[src/xorshift128_ranged_rng_top_assert.svh]
// Assertion macros for the ranged xorshift128 generator.
// Both sample on clk_i and are disabled while rst_ni is low.
`ifndef XORSHIFT128_RANGED_RNG_TOP_ASSERT_SVH
`define XORSHIFT128_RANGED_RNG_TOP_ASSERT_SVH

// Same-cycle implication.
`define XSR_ASSERT_NOW(label, ante, cons, msg) \
  label: assert property (@(posedge clk_i) disable iff (!rst_ni) (ante) |-> (cons)) \
    else $error(msg);

// Next-cycle implication.
`define XSR_ASSERT_NEXT(label, ante, cons, msg) \
  label: assert property (@(posedge clk_i) disable iff (!rst_ni) (ante) |=> (cons)) \
    else $error(msg);

`endif

[src/xsr_pkg.sv]
`default_nettype none

package xsr_pkg;

  localparam int unsigned WORD_W    = 32;
  localparam int unsigned RANGE_W   = WORD_W + 1;
  localparam int unsigned ACTION_W  = 3;
  localparam int unsigned CFG_IDX_W = 8;

  // xorshift128 shift amounts
  localparam int unsigned SHIFT_A = 11;
  localparam int unsigned SHIFT_B = 19;
  localparam int unsigned SHIFT_C = 8;

  // Register reset values, also the state reset values
  localparam logic [WORD_W-1:0] RESET_SEED   = 32'd0;
  localparam logic [WORD_W-1:0] RESET_SECOND = 32'd362436069;
  localparam logic [WORD_W-1:0] RESET_THIRD  = 32'd521288629;
  localparam logic [WORD_W-1:0] RESET_FOURTH = 32'd88675123;

  typedef enum logic [ACTION_W-1:0] {
    ACT_RAW32  = 3'd0,
    ACT_RAW31  = 3'd1,
    ACT_SRANGE = 3'd2,
    ACT_URANGE = 3'd3,
    ACT_RESEED = 3'd4
  } action_e;

  typedef enum logic [CFG_IDX_W-1:0] {
    REG_SEED   = 8'd0,
    REG_SECOND = 8'd1,
    REG_THIRD  = 8'd2,
    REG_FOURTH = 8'd3
  } cfg_reg_e;

  // Command from the request stage to the state generator
  typedef struct packed {
    logic advance;
    logic reseed;
  } step_t;

endpackage

`default_nettype wire

[src/xsr_if.sv]
`default_nettype none

// Request channel
interface xsr_req_if;
  logic                          valid;
  logic                          ready;
  logic [xsr_pkg::ACTION_W-1:0]  action;
  logic [xsr_pkg::WORD_W-1:0]    lo_bound;
  logic [xsr_pkg::WORD_W-1:0]    hi_bound;

  modport source (output valid, action, lo_bound, hi_bound, input ready);
  modport sink   (input valid, action, lo_bound, hi_bound, output ready);
endinterface

// Result channel
interface xsr_rsp_if;
  logic                        valid;
  logic                        ready;
  logic [xsr_pkg::WORD_W-1:0]  value;
  logic                        bad_range;

  modport source (output valid, value, bad_range, input ready);
  modport sink   (input valid, value, bad_range, output ready);
endinterface

// Configuration write channel
interface xsr_cfg_if;
  logic                          valid;
  logic                          ready;
  logic [xsr_pkg::CFG_IDX_W-1:0] index;
  logic [xsr_pkg::WORD_W-1:0]    data;

  modport source (output valid, index, data, input ready);
  modport sink   (input valid, index, data, output ready);
endinterface

`default_nettype wire

[src/xsr_gen.sv]
`default_nettype none

module xsr_gen (
  input  wire logic                     clk_i,
  input  wire logic                     rst_ni,
  xsr_cfg_if.sink                       cfg_i,
  input  xsr_pkg::step_t                step_i,
  output logic [xsr_pkg::WORD_W-1:0]    word_o
);
  import xsr_pkg::*;

  logic [WORD_W-1:0] seed_q, second_q, third_q, fourth_q;
  logic [WORD_W-1:0] x_q, y_q, z_q, w_q;
  logic [WORD_W-1:0] t;

  // Writes are always taken
  assign cfg_i.ready = 1'b1;

  // Configuration registers
  always_ff @(posedge clk_i or negedge rst_ni) begin
    if (!rst_ni) begin
      seed_q   <= RESET_SEED;
      second_q <= RESET_SECOND;
      third_q  <= RESET_THIRD;
      fourth_q <= RESET_FOURTH;
    end else if (cfg_i.valid) begin
      unique case (cfg_reg_e'(cfg_i.index))
        REG_SEED:   seed_q   <= cfg_i.data;
        REG_SECOND: second_q <= cfg_i.data;
        REG_THIRD:  third_q  <= cfg_i.data;
        REG_FOURTH: fourth_q <= cfg_i.data;
        default: ;
      endcase
    end
  end

  // Next w of the xorshift128 step
  always_comb begin
    t      = x_q ^ (x_q << SHIFT_A);
    word_o = w_q ^ (w_q >> SHIFT_B) ^ t ^ (t >> SHIFT_C);
  end

  // Advance or reload the state words
  always_ff @(posedge clk_i or negedge rst_ni) begin
    if (!rst_ni) begin
      x_q <= RESET_SEED;
      y_q <= RESET_SECOND;
      z_q <= RESET_THIRD;
      w_q <= RESET_FOURTH;
    end else if (step_i.reseed) begin
      x_q <= seed_q;
      y_q <= second_q;
      z_q <= third_q;
      w_q <= fourth_q;
    end else if (step_i.advance) begin
      x_q <= y_q;
      y_q <= z_q;
      z_q <= w_q;
      w_q <= word_o;
    end
  end

endmodule

`default_nettype wire

[src/xorshift128_ranged_rng_top.sv]
// A request passes through 3 register stages (request, multiply, result) before its result is valid on rsp_o.
// Throughput: one request per cycle; stages stall only under output backpressure.
// Pipeline: request/state update, 32x33 multiply, final add into the result register.
// Reset (async, active low): state words and registers take their reset values,
// all pipeline stages empty.
`default_nettype none

module xorshift128_ranged_rng_top (
  input  wire logic clk_i,
  input  wire logic rst_ni,
  xsr_req_if.sink   req_i,
  xsr_cfg_if.sink   cfg_i,
  xsr_rsp_if.source rsp_o
);
  import xsr_pkg::*;

  `include "xorshift128_ranged_rng_top_assert.svh"

  localparam int unsigned PROD_W = WORD_W + RANGE_W;

  action_e              action;
  logic                 req_fire;
  logic                 is_range, sgn_range, bad;
  logic [WORD_W-1:0]    w_next;
  logic [RANGE_W-1:0]   range;
  logic                 ext_lo, ext_hi;
  step_t                step;

  logic                 s1_en, s2_en, out_en;

  logic                 s1_valid_q, s1_mul_q, s1_bad_q;
  logic [WORD_W-1:0]    s1_word_q, s1_word_d, s1_lo_q;
  logic [RANGE_W-1:0]   s1_range_q;

  logic [PROD_W-1:0]    product;
  logic                 s2_valid_q, s2_bad_q;
  logic [WORD_W-1:0]    s2_prod_q, s2_add_q;

  logic                 out_valid_q, out_bad_q;
  logic [WORD_W-1:0]    out_value_q;

  // Stage enables: a stage loads when empty or when its successor moves
  assign out_en      = !out_valid_q || rsp_o.ready;
  assign s2_en       = !s2_valid_q || out_en;
  assign s1_en       = !s1_valid_q || s2_en;
  assign req_i.ready = s1_en;
  assign req_fire    = req_i.valid && s1_en;

  // Decode the request, check bounds, form the range
  always_comb begin
    action    = action_e'(req_i.action);
    sgn_range = (action == ACT_SRANGE);
    is_range  = (action == ACT_SRANGE) || (action == ACT_URANGE);
    if (sgn_range) begin
      bad = $signed(req_i.lo_bound) > $signed(req_i.hi_bound);
    end else begin
      bad = is_range && (req_i.lo_bound > req_i.hi_bound);
    end
    ext_lo = sgn_range & req_i.lo_bound[WORD_W-1];
    ext_hi = sgn_range & req_i.hi_bound[WORD_W-1];
    range  = {ext_hi, req_i.hi_bound} - {ext_lo, req_i.lo_bound} + RANGE_W'(1);
  end

  // Drive the state generator
  always_comb begin
    step.reseed  = req_fire && (action == ACT_RESEED);
    step.advance = req_fire && !bad && (action == ACT_RAW32 || action == ACT_RAW31 ||
                                        is_range);
  end

  xsr_gen u_gen (
    .clk_i  (clk_i),
    .rst_ni (rst_ni),
    .cfg_i  (cfg_i),
    .step_i (step),
    .word_o (w_next)
  );

  // Shape the fresh word; the signed form scales r31 by 2 to share the >>32
  always_comb begin
    unique case (action)
      ACT_RAW32:  s1_word_d = w_next;
      ACT_RAW31:  s1_word_d = {1'b0, w_next[WORD_W-2:0]};
      ACT_SRANGE: s1_word_d = bad ? '0 : {w_next[WORD_W-2:0], 1'b0};
      ACT_URANGE: s1_word_d = bad ? '0 : w_next;
      default:    s1_word_d = '0;
    endcase
  end

  // Stage 1: request register
  always_ff @(posedge clk_i or negedge rst_ni) begin
    if (!rst_ni) begin
      s1_valid_q <= 1'b0;
    end else if (s1_en) begin
      s1_valid_q <= req_i.valid;
    end
  end

  always_ff @(posedge clk_i) begin
    if (req_fire) begin
      s1_word_q  <= s1_word_d;
      s1_lo_q    <= req_i.lo_bound;
      s1_range_q <= range;
      s1_mul_q   <= is_range && !bad;
      s1_bad_q   <= bad;
    end
  end

  // Stage 2: scale ranged requests by the range and keep the high word; other words pass through
  assign product = PROD_W'(s1_word_q) * PROD_W'(s1_range_q);

  always_ff @(posedge clk_i or negedge rst_ni) begin
    if (!rst_ni) begin
      s2_valid_q <= 1'b0;
    end else if (s2_en) begin
      s2_valid_q <= s1_valid_q;
    end
  end

  always_ff @(posedge clk_i) begin
    if (s2_en && s1_valid_q) begin
      s2_prod_q <= s1_mul_q ? product[2*WORD_W-1:WORD_W] : s1_word_q;
      s2_add_q  <= s1_mul_q ? s1_lo_q : '0;
      s2_bad_q  <= s1_bad_q;
    end
  end

  // Stage 3: offset by the minimum into the result register
  always_ff @(posedge clk_i or negedge rst_ni) begin
    if (!rst_ni) begin
      out_valid_q <= 1'b0;
    end else if (out_en) begin
      out_valid_q <= s2_valid_q;
    end
  end

  always_ff @(posedge clk_i) begin
    if (out_en && s2_valid_q) begin
      out_value_q <= s2_prod_q + s2_add_q;
      out_bad_q   <= s2_bad_q;
    end
  end

  assign rsp_o.valid     = out_valid_q;
  assign rsp_o.value     = out_value_q;
  assign rsp_o.bad_range = out_bad_q;

  // Checks
  `XSR_ASSERT_NEXT(a_bad_urange_flagged,
    req_fire && action == ACT_URANGE && req_i.lo_bound > req_i.hi_bound,
    s1_valid_q && s1_bad_q && !s1_mul_q, "unsigned bad range not flagged")
  `XSR_ASSERT_NOW(a_empty_stage_ready, !s1_valid_q, req_i.ready,
    "request refused with first stage empty")
  `XSR_ASSERT_NOW(a_bad_zero_stage2, s2_valid_q && s2_bad_q,
    s2_prod_q == '0 && s2_add_q == '0, "bad range carries nonzero data")
  `XSR_ASSERT_NOW(a_bad_zero_out, out_valid_q && out_bad_q, out_value_q == '0,
    "bad range result is not zero")

endmodule

`default_nettype wire

[src/flat_wrapper.sv]
// flat-port wrapper written by rule: the top's interface ports become plain ports
module xorshift128_ranged_rng_top_flat import xsr_pkg::*;
  (clk_i, rst_ni, req_i_valid, req_i_action, req_i_lo_bound, req_i_hi_bound, req_i_ready, cfg_i_valid, cfg_i_index, cfg_i_data, cfg_i_ready, rsp_o_valid, rsp_o_value, rsp_o_bad_range, rsp_o_ready);
  xsr_req_if req_i_i ();
  xsr_cfg_if cfg_i_i ();
  xsr_rsp_if rsp_o_i ();
  input  wire logic clk_i;
  input  wire logic rst_ni;
  input wire logic [$bits(req_i_i.valid)-1:0] req_i_valid;
  input wire logic [$bits(req_i_i.action)-1:0] req_i_action;
  input wire logic [$bits(req_i_i.lo_bound)-1:0] req_i_lo_bound;
  input wire logic [$bits(req_i_i.hi_bound)-1:0] req_i_hi_bound;
  output wire logic [$bits(req_i_i.ready)-1:0] req_i_ready;
  input wire logic [$bits(cfg_i_i.valid)-1:0] cfg_i_valid;
  input wire logic [$bits(cfg_i_i.index)-1:0] cfg_i_index;
  input wire logic [$bits(cfg_i_i.data)-1:0] cfg_i_data;
  output wire logic [$bits(cfg_i_i.ready)-1:0] cfg_i_ready;
  output wire logic [$bits(rsp_o_i.valid)-1:0] rsp_o_valid;
  output wire logic [$bits(rsp_o_i.value)-1:0] rsp_o_value;
  output wire logic [$bits(rsp_o_i.bad_range)-1:0] rsp_o_bad_range;
  input wire logic [$bits(rsp_o_i.ready)-1:0] rsp_o_ready;
  assign req_i_i.valid = req_i_valid;
  assign req_i_i.action = req_i_action;
  assign req_i_i.lo_bound = req_i_lo_bound;
  assign req_i_i.hi_bound = req_i_hi_bound;
  assign req_i_ready = req_i_i.ready;
  assign cfg_i_i.valid = cfg_i_valid;
  assign cfg_i_i.index = cfg_i_index;
  assign cfg_i_i.data = cfg_i_data;
  assign cfg_i_ready = cfg_i_i.ready;
  assign rsp_o_valid = rsp_o_i.valid;
  assign rsp_o_value = rsp_o_i.value;
  assign rsp_o_bad_range = rsp_o_i.bad_range;
  assign rsp_o_i.ready = rsp_o_ready;
  xorshift128_ranged_rng_top u_core (.clk_i(clk_i), .rst_ni(rst_ni), .req_i(req_i_i), .cfg_i(cfg_i_i), .rsp_o(rsp_o_i));
endmodule
[config.mk]
export PLATFORM = sky130hd
export DESIGN_NAME = xorshift128_ranged_rng_top_flat
export DESIGN_NICKNAME = d
export VERILOG_FILES = /design/src/xsr_pkg.sv /design/src/xsr_if.sv /design/src/xsr_gen.sv /design/src/xorshift128_ranged_rng_top.sv /design/src/flat_wrapper.sv
export VERILOG_INCLUDE_DIRS = /design/src /design/src/src
export SDC_FILE = /design/constraint.sdc
export NUM_CORES = 2
export LEC_CHECK = 0
export ABC_AREA = 1
export BUFFER_PORTS_ARGS = -buffer_cell sky130_fd_sc_hd__buf_2
export CAP_MARGIN = 20
export CORE_ASPECT_RATIO = 1.75
export CORE_UTILIZATION = 35
export CTS_CLUSTER_SIZE = 12
export DETAILED_ROUTE_END_ITERATION = 16
export PLACE_DENSITY_LB_ADDON = 0.25
export RECOVER_POWER = 50
export SYNTH_ARGS = -nofsm -noshare
export SYNTH_HDL_FRONTEND = slang
export SYNTH_SLANG_ARGS = --single-unit
[constraint.sdc]
create_clock -name clk_i -period 16.65 [get_ports clk_i]
set_clock_uncertainty 0.05 [all_clocks]
set_input_delay 3.33 -clock clk_i [delete_from_list [all_inputs] [get_ports clk_i]]
set_output_delay 3.33 -clock clk_i [all_outputs]
set_load 0.05 [all_outputs]
# Yosys cells after proc, flatten, opt, wreduce, memory -nomap -nowiden
# Cells that the tools add are included.
# op_classes
addsub,3
reduce_logical,25
n_eq_ne,7
muxes,13
multipliers,1
order_cmp,2
n_bitwise,6
# ops
operator,count
$mux 32,11
$pmux 32 s4,1
$gt 32x32->1,2
$mul 32x33->64,1
$xor 32x32->32,2
$add 33x1->33 const B,1
$sub 33x33->33,1
$add 32x32->32,1
$xor 32x13->32,1
$xor 32x24->32,1
$eq 8x2->1 const B,2
$eq 8x1->1 const B,1
$logic_and 1x1->1,8
$logic_not 8->1,1
$reduce_and 2->1,4
$eq 3x2->1 const B,2
$logic_or 1x1->1,6
$logic_not 1->1,4
$eq 3x1->1 const B,1
$eq 3x3->1 const B,1
$logic_not 3->1,1
$and 1x1->1,2
$reduce_bool 2->1,1
$mux 1,1
# totals
register_bits,456
elab_cells,78
out_inout_bits,36

# Logic depth before layout (Yosys ltp)
# depth
ltp_word,9
ltp_mapped,32

# Modules after synthesis
# From an unflattened synthesis, not the netlist that was laid out.
# hier_totals
cells_unflattened,7534
hier_area_um2,60346.6
# modules_own_cells
mod,instances,seq_area_each_um2,area_per_inst_um2,cells_per_inst
xorshift128_ranged_rng_top,1,5990.7,48437.7,6208
xsr_gen,1,6518.8,11908.9,1326

# Least setup slack after synthesis
# Ideal clock, no wire load.
# synth_timing
path_type,in2out
start,input rsp_o_ready
end,output req_i_ready
stages,4
t_required_ps,13270
path_slack_ps,9389
n_path_buf,0
arrival_ps,3881
path_cell_list,inv_1 > nand2_1 > nor2_1 > nand2_1
# synth_between
elab_chain_len,3
# synth_lines
element,line_no,rtl
from (decl),flat_wrapper.sv:21,input wire logic [$bits(rsp_o_i.ready)-1:0] rsp_o_ready;
$logic_or 1x1->1,xorshift128_ranged_rng_top.sv:43,assign out_en = !out_valid_q || rsp_o.ready;
$logic_or 1x1->1,xorshift128_ranged_rng_top.sv:44,assign s2_en = !s2_valid_q || out_en;
$logic_or 1x1->1,xorshift128_ranged_rng_top.sv:45,assign s1_en = !s1_valid_q || s2_en;
to (decl),flat_wrapper.sv:13,output wire logic [$bits(req_i_i.ready)-1:0] req_i_ready;
# No other way between the ends.

==> impl_metrics.py <==
metrics = {
    "worst_setup_path": {
        "path_delay_family": "buffers and inverters",
        "crit_required_ns": 16.50,
        "path_max_fanout": 110,
        "reg2reg_depth": 25,
        "cp_num_cells": 2,
        "cp-startpoint": "rst_ni",
        "worstSetupPathType": "primary input to async pin",
        "r2r_start": "u_core.s1_range_q[9]",
        "worst_setup_path_start_kind": "primary input",
        "critPathSlowestCell": "clkbuf_1",
        "crit_arrival_ns": 10.51,
        "critical_path_buf_inv_count": 2,
        "crit_path_end": "u_core.u_gen.x_q[8]",
        "cp-end-kind": "async pin",
        "cp_slowest_stage_delay_ns": 4.10,
        "rrSetupSlack_ns": 8.60,
        "reg2reg_to": "u_core.s2_prod_q[2]",
        "cpMostUsedCell": "clkbuf_1",
        "path_cells": "clkbuf_1 -> clkbuf_1",
    },
    "logic_synthesis": {
        "synth_warnings": 0,
        "async_reset_ff_frac": 0.568,
        "syn-instance-count": 7542,
        "synthesis.nets": 8960,
        "synth.area.top_cells": "fa_1 31%, nand2_1 15%, inv_1 11%",
        "ys_ff_latch": 456,
        "synth_edf_count": 197,
        "syn_area_per_cell_sq_um": 7.94,
        "ys_seq_area_frac": 0.209,
        "yosysTopAreaCell": "fa_1",
        "synth_top_area_share": 0.310,
        "synth_area_sq_um": 59900,
        "ys.flop_type": "edfxtp_1",
        "synth_cell_types": 45,
    },
    "run_status": {
        "status": "finished with violations",
        "violations": "max-capacitance violations, max-slew violations",
    },
    "cts": {
        "insertion_delay_ns": 0.66,
        "cts_setup_buffers": 0,
        "cts_tree": "yes",
        "hold_buffers": 0,
        "post_cts_resized": 0,
        "path_clk_slew_ns": 0.06,
        "htreeDepth": 2,
        "numCtsBuffers": 53,
        "ctsRootBufferMaster": "clkbuf_16",
        "clock_sinks": 456,
        "clk_path_buf_depth": 3,
    },
    "placement": {
        "placement.cell_area_sq_um": 62800,
        "pre_cts_slack_ns": 8.48,
        "gp_congestion": 0.989,
        "port_buffers": 146,
        "dp_hpwl_mm": 155,
    },
    "global_route": {
        "grt_overflow": 0,
        "grt_util_all_layers": 0.233,
        "grt_max_degree": 111,
        "first_global_vias": 51600,
        "antenna_found_initial": 8,
        "grt_pass1_wl_mm": 302,
    },
    "floorplanning": {
        "pin_count": 148,
        "rows": 200,
        "die_area_sq_um": 173000,
        "start_util": 0.353,
        "die_y_um": 549,
        "core-area_sq_um": 170000,
        "die_width_um": 315,
    },
    "detailed_routing": {
        "drc": 0,
        "drt_pass1_iterations": 8,
        "viasPerCell": 4.87,
        "vias": 47500,
        "wl_per_cell_um": 20.2,
        "drt-total-wl_mm": 197,
        "drt_iter0_drc": 2525,
        "antenna_left": 0,
    },
    "timing": {
        "setup_ws_ns": 5.99,
        "fin_crit_sh": 0.640,
        "fmax_mhz": 93.8,
        "worst_slew_pin_slew_ns": 6.04,
        "hold_slack_ns": 0.424,
        "timing.final.crit_period_ns": 10.66,
        "setup_tns_ns": 0,
        "finalHoldViolations": 0,
        "slew_viol_final": 483,
        "setup_viol": 0,
        "rsz0062_at_grt": "no",
        "max_slew_margin": -3.03,
    },
    "cells_and_area": {
        "layout_common_cells": "2325 x nand2_1, 1786 x inv_1, 927 x fa_1",
        "drive_above_1_share": 0.0528,
        "syn2layout_area_growth_pct": 7.62,
        "finalInstanceArea_sq_um": 64400,
        "final_common_cell": "nand2_1",
        "fin_nets": 8906,
    },
    "hold_path": {
        "min_path_type": "flop to flop",
    },
    "job": {
        "drv_cap": 8,
    },
}
[through the flow]
| stage | std cells | utilization |
|---|---|---|
| 2_1_floorplan | 7542 | - |
| 3_3_place_gp | 9652 | 0.370 |
| 3_5_place_dp | 9652 | 0.370 |
| 4_1_cts | 9752 | 0.380 |
| 5_1_grt | 9755 | 0.380 |
| 6_report | 9757 | 0.380 |
[cell usage after synthesis, types with 90 or more instances]
library cell,n
edfxtp_1,197
xor2_1,90
nand2_1,2329
fa_1,927
clkbuf_1,296
dfrtp_1,169
a21oi_1,180
o21ai_0,260
inv_1,1787
nand3_1,299
nor2_1,209
ha_1,379
dfstp_2,90
[area by class of cell]
cell class	count	area [sq um]
diodes	2	5.00
well taps	2222	2780
clock buffers	74	1490
clock inverters	26	231
fillers	17900	105000
multi-input cells	4947	39300
flip-flops and latches	456	12500
repair buffers	242	1410
inverters	1788	6720
[registers in the layout (all words and copies together) (netlist names)]
signal                  cells
u_core.s1_valid_q           1
u_core.s2_valid_q           1
u_core.rsp_o.value         32
u_core.u_gen.z_q           32
u_core.s2_prod_q           32
u_core.u_gen.y_q           32
u_core.s1_range_q          33
u_core.u_gen.w_q           32
u_core.s2_add_q            32
u_core.s1_word_q           32
u_core.s1_bad_q             1
u_core.u_gen.fourth_q      32
u_core.s2_bad_q             1
u_core.rsp_o.bad_range      1
u_core.s1_mul_q             1
u_core.u_gen.third_q       32
u_core.u_gen.second_q      32
u_core.rsp_o.valid          1
u_core.u_gen.x_q           32
u_core.s1_lo_q             32
u_core.u_gen.seed_q        32
[routing by layer]
metal / wire [um] / share of wire / GRT usage / up-vias
li1: - / - / - / 22100
met1: 66400 / 0.34 / 0.231 / 23700
met2: 110000 / 0.56 / 0.459 / 1201
met3: 6410 / 0.032 / 0.0181 / 523
met4: 14200 / 0.072 / 0.142 / 2
met5: 15 / 0.000076 / 0 / -
[how the worst min path moves through the flow]
stage	start	endpoint	slack, ns	cells past startpoint
2_1_floorplan	u_core.s2_bad_q	u_core.rsp_o.bad_range	0.35	0
3_3_place_gp	u_core.u_gen.third_q[3]	u_core.u_gen.third_q[3]	0.42	2
3_5_place_dp	u_core.u_gen.second_q[30]	u_core.u_gen.second_q[30]	0.42	2
4_1_cts	u_core.u_gen.z_q[25]	u_core.u_gen.z_q[25]	0.44	2
5_1_grt	u_core.u_gen.seed_q[27]	u_core.u_gen.seed_q[27]	0.44	2
6_report	u_core.s2_valid_q	u_core.rsp_o.valid	0.42	2
[kinds of logic after synthesis]
kind of cell | synth area share
and+or+nand+nor | 0.200
buffers and inverters | 0.135
adders and majority gates | 0.389
AOI/OAI and AO/OA | 0.0438
DFF | 0.209
xor gates and xnor gates | 0.0225
other | 0.0000626
[worst register-to-register path: cells and delay by family (launching register included)]
family / cells / cell delay [ns]
simple gates: 9 / 1.04
fa+ha+maj: 9 / 4.35
flops: 1 / 0.94
buf+inv: 5 / 0.81
compound gates: 2 / 0.59
Power is left out: the tool's default activity adds up to more than one toggle a clock period on the data nets, which glitch-free logic cannot reach.
